**config.mk**
```make
export PLATFORM = sky130hd
export DESIGN_NAME = min_tracking_stack_top_flat
export DESIGN_NICKNAME = d
export VERILOG_FILES = /design/src/hdl/mst_pkg.sv /design/src/hdl/mst_if.sv /design/src/hdl/mst_mem.sv /design/src/hdl/mst_ctrl.sv /design/src/hdl/min_tracking_stack_top.sv /design/src/flat_wrapper.sv
export SDC_FILE = /design/constraint.sdc
export NUM_CORES = 2
export LEC_CHECK = 0
export ABC_AREA = 1
export BUFFER_PORTS_ARGS = -buffer_cell sky130_fd_sc_hd__buf_2
export CAP_MARGIN = 15
export CORE_MARGIN = 5
export CORE_UTILIZATION = 52
export CTS_CLUSTER_SIZE = 40
export DETAILED_ROUTE_END_ITERATION = 7
export PLACE_DENSITY_LB_ADDON = 0.05
export SLEW_MARGIN = 10
export SYNTH_ARGS = -nofsm -noshare
export SYNTH_HDL_FRONTEND = slang
export SYNTH_SLANG_ARGS = --single-unit
```
**constraint.sdc**
```tcl
create_clock -name clk -period 8.05 [get_ports clk]
set_clock_uncertainty 0.2 [all_clocks]
set_input_delay 0.4025 -clock clk [delete_from_list [all_inputs] [get_ports clk]]
set_output_delay 0.4025 -clock clk [all_outputs]
set_load 0.01 [all_outputs]
```
**src/hdl/mst_pkg.sv**
```systemverilog
// Shared types and codes for the minimum-tracking stack.
package mst_pkg;

	localparam int DATA_W = 32;
	localparam int FILL_W = 7;

	localparam logic FUNC_PUSH = 1'b0;
	localparam logic FUNC_POP  = 1'b1;

	localparam logic [1:0] STATUS_OK        = 2'd0;
	localparam logic [1:0] STATUS_POP_EMPTY = 2'd1;
	localparam logic [1:0] STATUS_PUSH_FULL = 2'd2;

	typedef logic signed [DATA_W-1:0] word_t;

	typedef struct packed {
		word_t value;
		word_t minimum;
	} entry_t;

	typedef struct packed {
		logic   wr_en;
		logic   rd_en;
		entry_t wr_data;
	} mem_cmd_t;

endpackage

```
**src/hdl/mst_if.sv**
```systemverilog
// Request and response channel interfaces for the minimum-tracking stack.
interface mst_req_if;
	logic          valid;
	logic          ready;
	logic          func;
	mst_pkg::word_t value_in;

	modport source(output valid, output func, output value_in, input ready);
	modport sink(input valid, input func, input value_in, output ready);
endinterface

interface mst_rsp_if;
	logic                         valid;
	logic                         ready;
	mst_pkg::word_t               value_out;
	mst_pkg::word_t               min_out;
	logic                         is_empty;
	logic [mst_pkg::FILL_W-1:0]   fill_count;
	logic [1:0]                   status;

	modport source(output valid, output value_out, output min_out, output is_empty,
		output fill_count, output status, input ready);
	modport sink(input valid, input value_out, input min_out, input is_empty,
		input fill_count, input status, output ready);
endinterface

```
**src/hdl/mst_mem.sv**
```systemverilog
// Entry memory: value and running minimum per level, one write and one registered read port.
module mst_mem #(
	parameter  int DEPTH  = 64,
	localparam int ADDR_W = $clog2(DEPTH)
) (
	input  logic              clk,
	input  mst_pkg::mem_cmd_t cmd,
	input  logic [ADDR_W-1:0] wr_addr,
	input  logic [ADDR_W-1:0] rd_addr,
	output mst_pkg::entry_t   rd_data
);

	mst_pkg::entry_t mem_q [DEPTH];
	mst_pkg::entry_t rd_data_q;

	always_ff @(posedge clk) begin
		if (cmd.wr_en) begin
			mem_q[wr_addr] <= cmd.wr_data;
		end
		if (cmd.rd_en) begin
			rd_data_q <= mem_q[rd_addr];
		end
	end

	assign rd_data = rd_data_q;

endmodule

```
**src/hdl/mst_ctrl.sv**
```systemverilog
// Stack control: fill count, cached top entry, memory sequencing and result register.
module mst_ctrl #(
	parameter  int CAPACITY = 64,
	localparam int ADDR_W   = $clog2(CAPACITY)
) (
	input  logic              clk,
	input  logic              arst_n,
	mst_req_if.sink           req,
	mst_rsp_if.source         rsp,
	output mst_pkg::mem_cmd_t mem_cmd,
	output logic [ADDR_W-1:0] wr_addr,
	output logic [ADDR_W-1:0] rd_addr,
	input  mst_pkg::entry_t   rd_data
);

	localparam int CNT_W = $clog2(CAPACITY + 1);
	localparam logic [CNT_W-1:0] CAP_CNT = CNT_W'(CAPACITY);

	localparam logic ST_IDLE = 1'b0;
	localparam logic ST_POP  = 1'b1;

	logic                       state_q;
	logic [CNT_W-1:0]           count_q;
	mst_pkg::word_t             top_val_q;
	mst_pkg::word_t             top_min_q;
	logic                       out_valid_q;
	mst_pkg::word_t             out_value_q;
	mst_pkg::word_t             out_min_q;
	logic                       out_empty_q;
	logic [mst_pkg::FILL_W-1:0] out_fill_q;
	logic [1:0]                 out_status_q;

	logic             slot_free;
	logic             acc;
	logic             is_push;
	logic             full;
	logic             empty;
	logic             set_valid;
	logic [CNT_W-1:0] cnt_inc;
	logic [CNT_W-1:0] cnt_dec;
	mst_pkg::word_t   push_min;

	assign slot_free = !out_valid_q || rsp.ready;
	assign req.ready = (state_q == ST_IDLE) && slot_free;
	assign acc       = req.valid && req.ready;
	assign is_push   = (req.func == mst_pkg::FUNC_PUSH);
	assign full      = (count_q == CAP_CNT);
	assign empty     = (count_q == '0);
	assign cnt_inc   = count_q + 1'b1;
	assign cnt_dec   = count_q - 1'b1;
	assign push_min  = (!empty && (top_min_q < req.value_in)) ? top_min_q : req.value_in;

	// Push and ignored words finish at once; a successful pop finishes in ST_POP.
	assign set_valid = ((state_q == ST_IDLE) && acc && (is_push || empty)) ||
		(state_q == ST_POP);

	// Pop refills the top cache from the entry just below the old top.
	assign wr_addr           = count_q[ADDR_W-1:0];
	assign rd_addr           = ADDR_W'(count_q - CNT_W'(2));
	assign mem_cmd.wr_en     = acc && is_push && !full;
	assign mem_cmd.rd_en     = acc && !is_push && (count_q > CNT_W'(1));
	assign mem_cmd.wr_data   = '{value: req.value_in, minimum: push_min};

	always_ff @(posedge clk or negedge arst_n) begin
		if (!arst_n) begin
			state_q     <= ST_IDLE;
			count_q     <= '0;
			out_valid_q <= 1'b0;
		end else begin
			if (set_valid) begin
				out_valid_q <= 1'b1;
			end else if (rsp.ready) begin
				out_valid_q <= 1'b0;
			end
			case (state_q)
				ST_IDLE: begin
					if (acc) begin
						if (is_push) begin
							if (!full) begin
								count_q <= cnt_inc;
							end
						end else if (!empty) begin
							count_q <= cnt_dec;
							state_q <= ST_POP;
						end
					end
				end
				ST_POP: begin
					state_q <= ST_IDLE;
				end
				default: begin
					state_q <= ST_IDLE;
				end
			endcase
		end
	end

	always_ff @(posedge clk) begin
		case (state_q)
			ST_IDLE: begin
				if (acc) begin
					if (is_push) begin
						out_value_q <= '0;
						out_empty_q <= 1'b0;
						if (full) begin
							out_min_q    <= top_min_q;
							out_fill_q   <= mst_pkg::FILL_W'(count_q);
							out_status_q <= mst_pkg::STATUS_PUSH_FULL;
						end else begin
							top_val_q    <= req.value_in;
							top_min_q    <= push_min;
							out_min_q    <= push_min;
							out_fill_q   <= mst_pkg::FILL_W'(cnt_inc);
							out_status_q <= mst_pkg::STATUS_OK;
						end
					end else if (empty) begin
						out_value_q  <= '0;
						out_min_q    <= '0;
						out_empty_q  <= 1'b1;
						out_fill_q   <= '0;
						out_status_q <= mst_pkg::STATUS_POP_EMPTY;
					end else begin
						out_value_q <= top_val_q;
					end
				end
			end
			ST_POP: begin
				// count_q already holds the count after the pop
				top_val_q    <= rd_data.value;
				top_min_q    <= rd_data.minimum;
				out_min_q    <= (count_q == '0) ? '0 : rd_data.minimum;
				out_empty_q  <= (count_q == '0);
				out_fill_q   <= mst_pkg::FILL_W'(count_q);
				out_status_q <= mst_pkg::STATUS_OK;
			end
			default: begin
				out_status_q <= mst_pkg::STATUS_OK;
			end
		endcase
	end

	assign rsp.valid      = out_valid_q;
	assign rsp.value_out  = out_value_q;
	assign rsp.min_out    = out_min_q;
	assign rsp.is_empty   = out_empty_q;
	assign rsp.fill_count = out_fill_q;
	assign rsp.status     = out_status_q;

endmodule

```
**src/hdl/min_tracking_stack_top.sv**
```systemverilog
// Top level of the minimum-tracking stack.
//
//   channel  dir  word                               handshake
//   req      in   func, value_in                     valid/ready
//   rsp      out  value_out, min_out, is_empty,      valid/ready
//                 fill_count, status
//
// A push (or any ignored item) is answered from the cached top; a successful pop
// also passes through ST_POP, as the entry memory's registered read refills the cached top.
// Reset clears the count and control only; the memory needs no clearing pass.
// The result sits in an output register; while it waits, req.ready stays low
// unless rsp.ready drains it in the same cycle.
module min_tracking_stack_top #(
	parameter int CAPACITY = 64
) (
	input logic       clk,
	input logic       arst_n,
	mst_req_if.sink   req,
	mst_rsp_if.source rsp
);

	localparam int ADDR_W = $clog2(CAPACITY);

	mst_pkg::mem_cmd_t mem_cmd;
	logic [ADDR_W-1:0] wr_addr;
	logic [ADDR_W-1:0] rd_addr;
	mst_pkg::entry_t   rd_data;

	mst_ctrl #(
		.CAPACITY(CAPACITY)
	) u_ctrl (
		.clk     (clk),
		.arst_n  (arst_n),
		.req     (req),
		.rsp     (rsp),
		.mem_cmd (mem_cmd),
		.wr_addr (wr_addr),
		.rd_addr (rd_addr),
		.rd_data (rd_data)
	);

	mst_mem #(
		.DEPTH(CAPACITY)
	) u_mem (
		.clk     (clk),
		.cmd     (mem_cmd),
		.wr_addr (wr_addr),
		.rd_addr (rd_addr),
		.rd_data (rd_data)
	);

endmodule

```
**src/flat_wrapper.sv**
```systemverilog
// flat-port wrapper written by rule: the top's interface ports become plain ports
module min_tracking_stack_top_flat 
#(
	parameter int CAPACITY = 64
)
  (clk, arst_n, req_valid, req_func, req_value_in, req_ready, rsp_valid, rsp_value_out, rsp_min_out, rsp_is_empty, rsp_fill_count, rsp_status, rsp_ready);
  mst_req_if req_i ();
  mst_rsp_if rsp_i ();
  input logic clk;
  input logic arst_n;
  input wire logic [$bits(req_i.valid)-1:0] req_valid;
  input wire logic [$bits(req_i.func)-1:0] req_func;
  input wire logic [$bits(req_i.value_in)-1:0] req_value_in;
  output wire logic [$bits(req_i.ready)-1:0] req_ready;
  output wire logic [$bits(rsp_i.valid)-1:0] rsp_valid;
  output wire logic [$bits(rsp_i.value_out)-1:0] rsp_value_out;
  output wire logic [$bits(rsp_i.min_out)-1:0] rsp_min_out;
  output wire logic [$bits(rsp_i.is_empty)-1:0] rsp_is_empty;
  output wire logic [$bits(rsp_i.fill_count)-1:0] rsp_fill_count;
  output wire logic [$bits(rsp_i.status)-1:0] rsp_status;
  input wire logic [$bits(rsp_i.ready)-1:0] rsp_ready;
  assign req_i.valid = req_valid;
  assign req_i.func = req_func;
  assign req_i.value_in = req_value_in;
  assign req_ready = req_i.ready;
  assign rsp_valid = rsp_i.valid;
  assign rsp_value_out = rsp_i.value_out;
  assign rsp_min_out = rsp_i.min_out;
  assign rsp_is_empty = rsp_i.is_empty;
  assign rsp_fill_count = rsp_i.fill_count;
  assign rsp_status = rsp_i.status;
  assign rsp_i.ready = rsp_ready;
  min_tracking_stack_top #(.CAPACITY(CAPACITY)) u_core (.clk(clk), .arst_n(arst_n), .req(req_i), .rsp(rsp_i));
endmodule
```
==> summary.md <==
| Metric | Value |
|---|---|
| Outcome | finished clean |
| 1st-iter DRT viols | 18300 |
| Critical Path RT | 8.43 ns |
| # Max-Cap Violations | 0 |
| CTS Buf Count | 445 |
| Total track usage | 34.4% |
| Clk slew on worst S/H paths | 0.07 ns |
| Ys Warns | 0 |
| Switching power | about 0.031 W |
| Most common cell in the netlist | edfxtp_1 |
| Syn_area_per_cell | 13.2 um^2 |
| Sw frac | 39.7% |
| Syn_nets | 13000 |
| Top cells by area, synth | edfxtp_1 76%, o21ai_0 7.0%, nor2_1 6.4% |
| Internal power | 0.0464 W |
| Worst slew margin | 13.9% |
| Max rail drop VDD | 0.530 mV |
| WL/cell | around 34 um |
| Final count of negative-setup-slack endpoints | 0 |
| Row cnt | 209 |
| Detail Route Antenna Nets | 0 |
| Gpl congestion | 0.879 |
| Post-synth EDFFs | 4298 |
| Crit-path max FO | 121 |
| Fmax | 159 MHz |
| CTS tree | done |
| Post-synth top cells | 4298 x edfxtp_1, 2905 x nor2_1, 2360 x o21ai_0 |
| Die W | 581 um |
| Setup TNS | 0 ns |
| Area fraction of the dominant cell type after synthesis | 76.0% |
| Clock Sinks | 4307 |
| Final nets | around 13000 |
| Total grt overflow | 0 |
| Synth Instances | 12900 |
| Via count | 117000 |
| Post-route cell area | 0.191 mm^2 |
| Final hold violations | 0 |
| Post-Place Cell Area | around 0.18 mm^2 |
| First-pass GRT wire length | 832000 um |
| Least-Margin Pin Slew | ~1.3 ns |
| Reg2Reg Setup Slack | 1.77 ns |
| Largest net degree at the start of global routing | 220 |
| Die height | 581 um |
| Filler Cells Inserted | 25500 |
| Power density over cell area | 404 mW/mm^2 |
| DRT Wirelength | 600000 um |
| Routed vias/inst | 6.66 |
| Post-synth ARST share | less than 1% |
| DRC violations left | 0 |
| Fraction of power consumed by combinational cells | approximately 37% |
| Part of the power in registers | 36.1% |
| CP arrival | roughly 6.7 ns |
| Unrepaired setup endpoints after global routing | no |
| I/O Buffers | roughly 110 |
| Worst skew pair latency | ~1 ns |
| # IOs | approximately 110 |
| Worst hold path type | primary input to register |
| Yosys cell types | 38 |
| Root Buffer | clkbuf_16 |
| Setup crit end kind | register |
| Post CTS Setup Buffer Count | 0 |
| Clk buf depth | 4 |
| Die ar. | 0.338 mm^2 |
| Reg area | approximately 0.13 mm^2 |
| Tmin final | 6.28 ns |
| Area grow syn2layout | 12.3% |
| CP startpoint kind | register |
| Starting Density | a little over half |
| Area of the mapped netlist | 0.170 mm^2 |
| Placed insts | 16700 |
| DP HPWL | 302000 um |
| Setup CP Type | register to register |
| Multi-input gate area | 0.0365 mm^2 |
| Yosys reg bits | 4307 |
| Ys flop type | edfxtp_1 |
| Fin crit share | 78.1% |
| Clock power share | 27.2% |
| Lkg Pwr | 61.1 nW |
| Layout cells sized above 1 | around 9.0% |
| Tot Pwr | between 0.07 and 0.08 W |
| Final slew viol count | 0 |
| Number of global-route vias before repair | 107000 |
| Antenna violations before repair | 20 |
| DRT Pass-1 Iters | 6 |
| Sequential element share of the synthesized area | 76.2% |
| Hold Worst Slack | 0.0281 ns |
| # H-tree levels | 5 |
| Core ar. | 0.325 mm^2 |
| Final Non-Filler Cells | 17600 |
| Area leader, netlist | edfxtp_1 |
[cell usage in the layout (no fill, tap or decap), drive strengths merged]
cell / synthesis / layout
xor2: 6 / 6
o32ai: 156 / 156
nand4: 33 / 33
diode: 0 / 12
o21ai: 2567 / 2567
xnor2: 1 / 1
a21oi: 34 / 34
clkinvlp: 0 / 15
ha: 39 / 39
o31ai: 1 / 1
a311oi: 1 / 1
edfxtp: 4298 / 4298
a31oi: 14 / 14
bufinv: 0 / 59
dfrtp: 9 / 9
nor3: 5 / 5
nand2: 438 / 438
inv: 93 / 107
buf: 297 / 442
o21bai: 8 / 8
o211ai: 1 / 1
o21a: 2 / 2
nand3: 141 / 141
or2: 32 / 32
o22ai: 1136 / 1136
dlygate4sd3: 0 / 32
clkbuf: 649 / 525
nor2: 2908 / 2908
clkinv: 6 / 204
[final cells by class]
cell class                 count  area share, %
sequential                  4307           67.8
multi-input combinational   7523           19.2
clock buffer                 525           6.08
tap                         4325           2.84
timing repair buffer         474           2.19
clock inverter               286           1.63
inverter                      99          0.221
antenna                       12         0.0158
[flip-flops by register name (all words and copies together), names as in the netlist]
name                          flops
u_core.u_ctrl.state_q             1
u_core.u_ctrl.top_min_q          32
u_core.u_mem.mem_q             4096
u_core.u_ctrl.rsp.valid           1
u_core.u_ctrl.rsp.fill_count      7
u_core.u_ctrl.count_q             7
u_core.u_ctrl.rsp.min_out        32
u_core.u_ctrl.rsp.status          2
u_core.u_ctrl.rsp.value_out      32
u_core.u_ctrl.rsp.is_empty        1
u_core.u_mem.rd_data             64
u_core.u_ctrl.top_val_q          32
[stage by stage]
stage                     utilization [%]  setup WS [ns]
final                                58.7           1.77
after global routing                 58.7           1.90
after floorplan                         -          0.652
after detailed placement             54.1           2.11
after global placement               54.0           1.93
after CTS                            58.7           2.06
[per-layer routing]
metal	GRT usage (%)	vias up	share of wire, %
li1	-	48100	-
met1	49.8	59500	39
met2	50.9	7980	44
met3	8.21	1272	12
met4	13.7	4	4.7
met5	0	-	0.0043
[power groups by stage]
stage | sequential, W | combinational (W) | clock [W]
2_1_floorplan | 0.0279 | 0.0173 | 0
3_3_place_gp | 0.0282 | 0.0273 | 0
3_5_place_dp | 0.0282 | 0.0275 | 0
4_1_cts | 0.0277 | 0.0276 | 0.0211
5_1_grt | 0.0277 | 0.0301 | 0.0221
6_report | 0.0278 | 0.0283 | 0.0209
[logic make-up after synthesis]
kind of cell / Yosys count / share of synthesized area, %
buffers and inverters: 1045 / 2.66
XOR/XNOR: 7 / 0.0361
flip-flops: 4307 / 76.2
adder cells (fa/ha/maj): 39 / 0.287
AO/OA/AOI/OAI: 3920 / 12.8
AND/OR/NAND/NOR: 3557 / 8.08
[final timing paths]
check	startpoint	depth (start not counted)	endpoint
min in group asynchronous	arst_n	3	u_core.u_ctrl.rsp.valid$_DFFE_PN0P_
worst min-delay path	req_value_in[22]	2	u_core.u_mem.mem_q[35][54]$_DFFE_PP_
worst min register to register	u_core.u_ctrl.top_val_q[2]$_DFFE_PP_	2	u_core.u_ctrl.rsp.value_out[2]$_SDFFCE_PP0P_
worst max register to register	u_core.u_ctrl.count_q[1]$_DFFE_PN0P_	12	u_core.u_mem.mem_q[22][17]$_DFFE_PP_
max in group asynchronous	arst_n	3	u_core.u_ctrl.count_q[1]$_DFFE_PN0P_
worst max-delay path	u_core.u_ctrl.count_q[1]$_DFFE_PN0P_	12	u_core.u_mem.mem_q[22][17]$_DFFE_PP_
[what timing repair did]
item                                   in CTS  in global routing
hold buffers                               32                  0
gates resized for setup                     0                  0
endpoints found under the hold margin    1048                  0
[worst max-delay path, cell delays in order (launching register included)]
cell,delay [ns]
dfrtp_4,1.00
inv_8,0.44
ha_1,0.44
inv_1,0.13
nor3_2,0.07
inv_2,0.12
nor2_4,0.06
nor2_1,0.40
inv_1,0.20
nor2_1,0.28
nand2_1,0.61
nor2_4,1.13
buf_12,0.46
No activity file was read; power rests on OpenSTA's default activity.
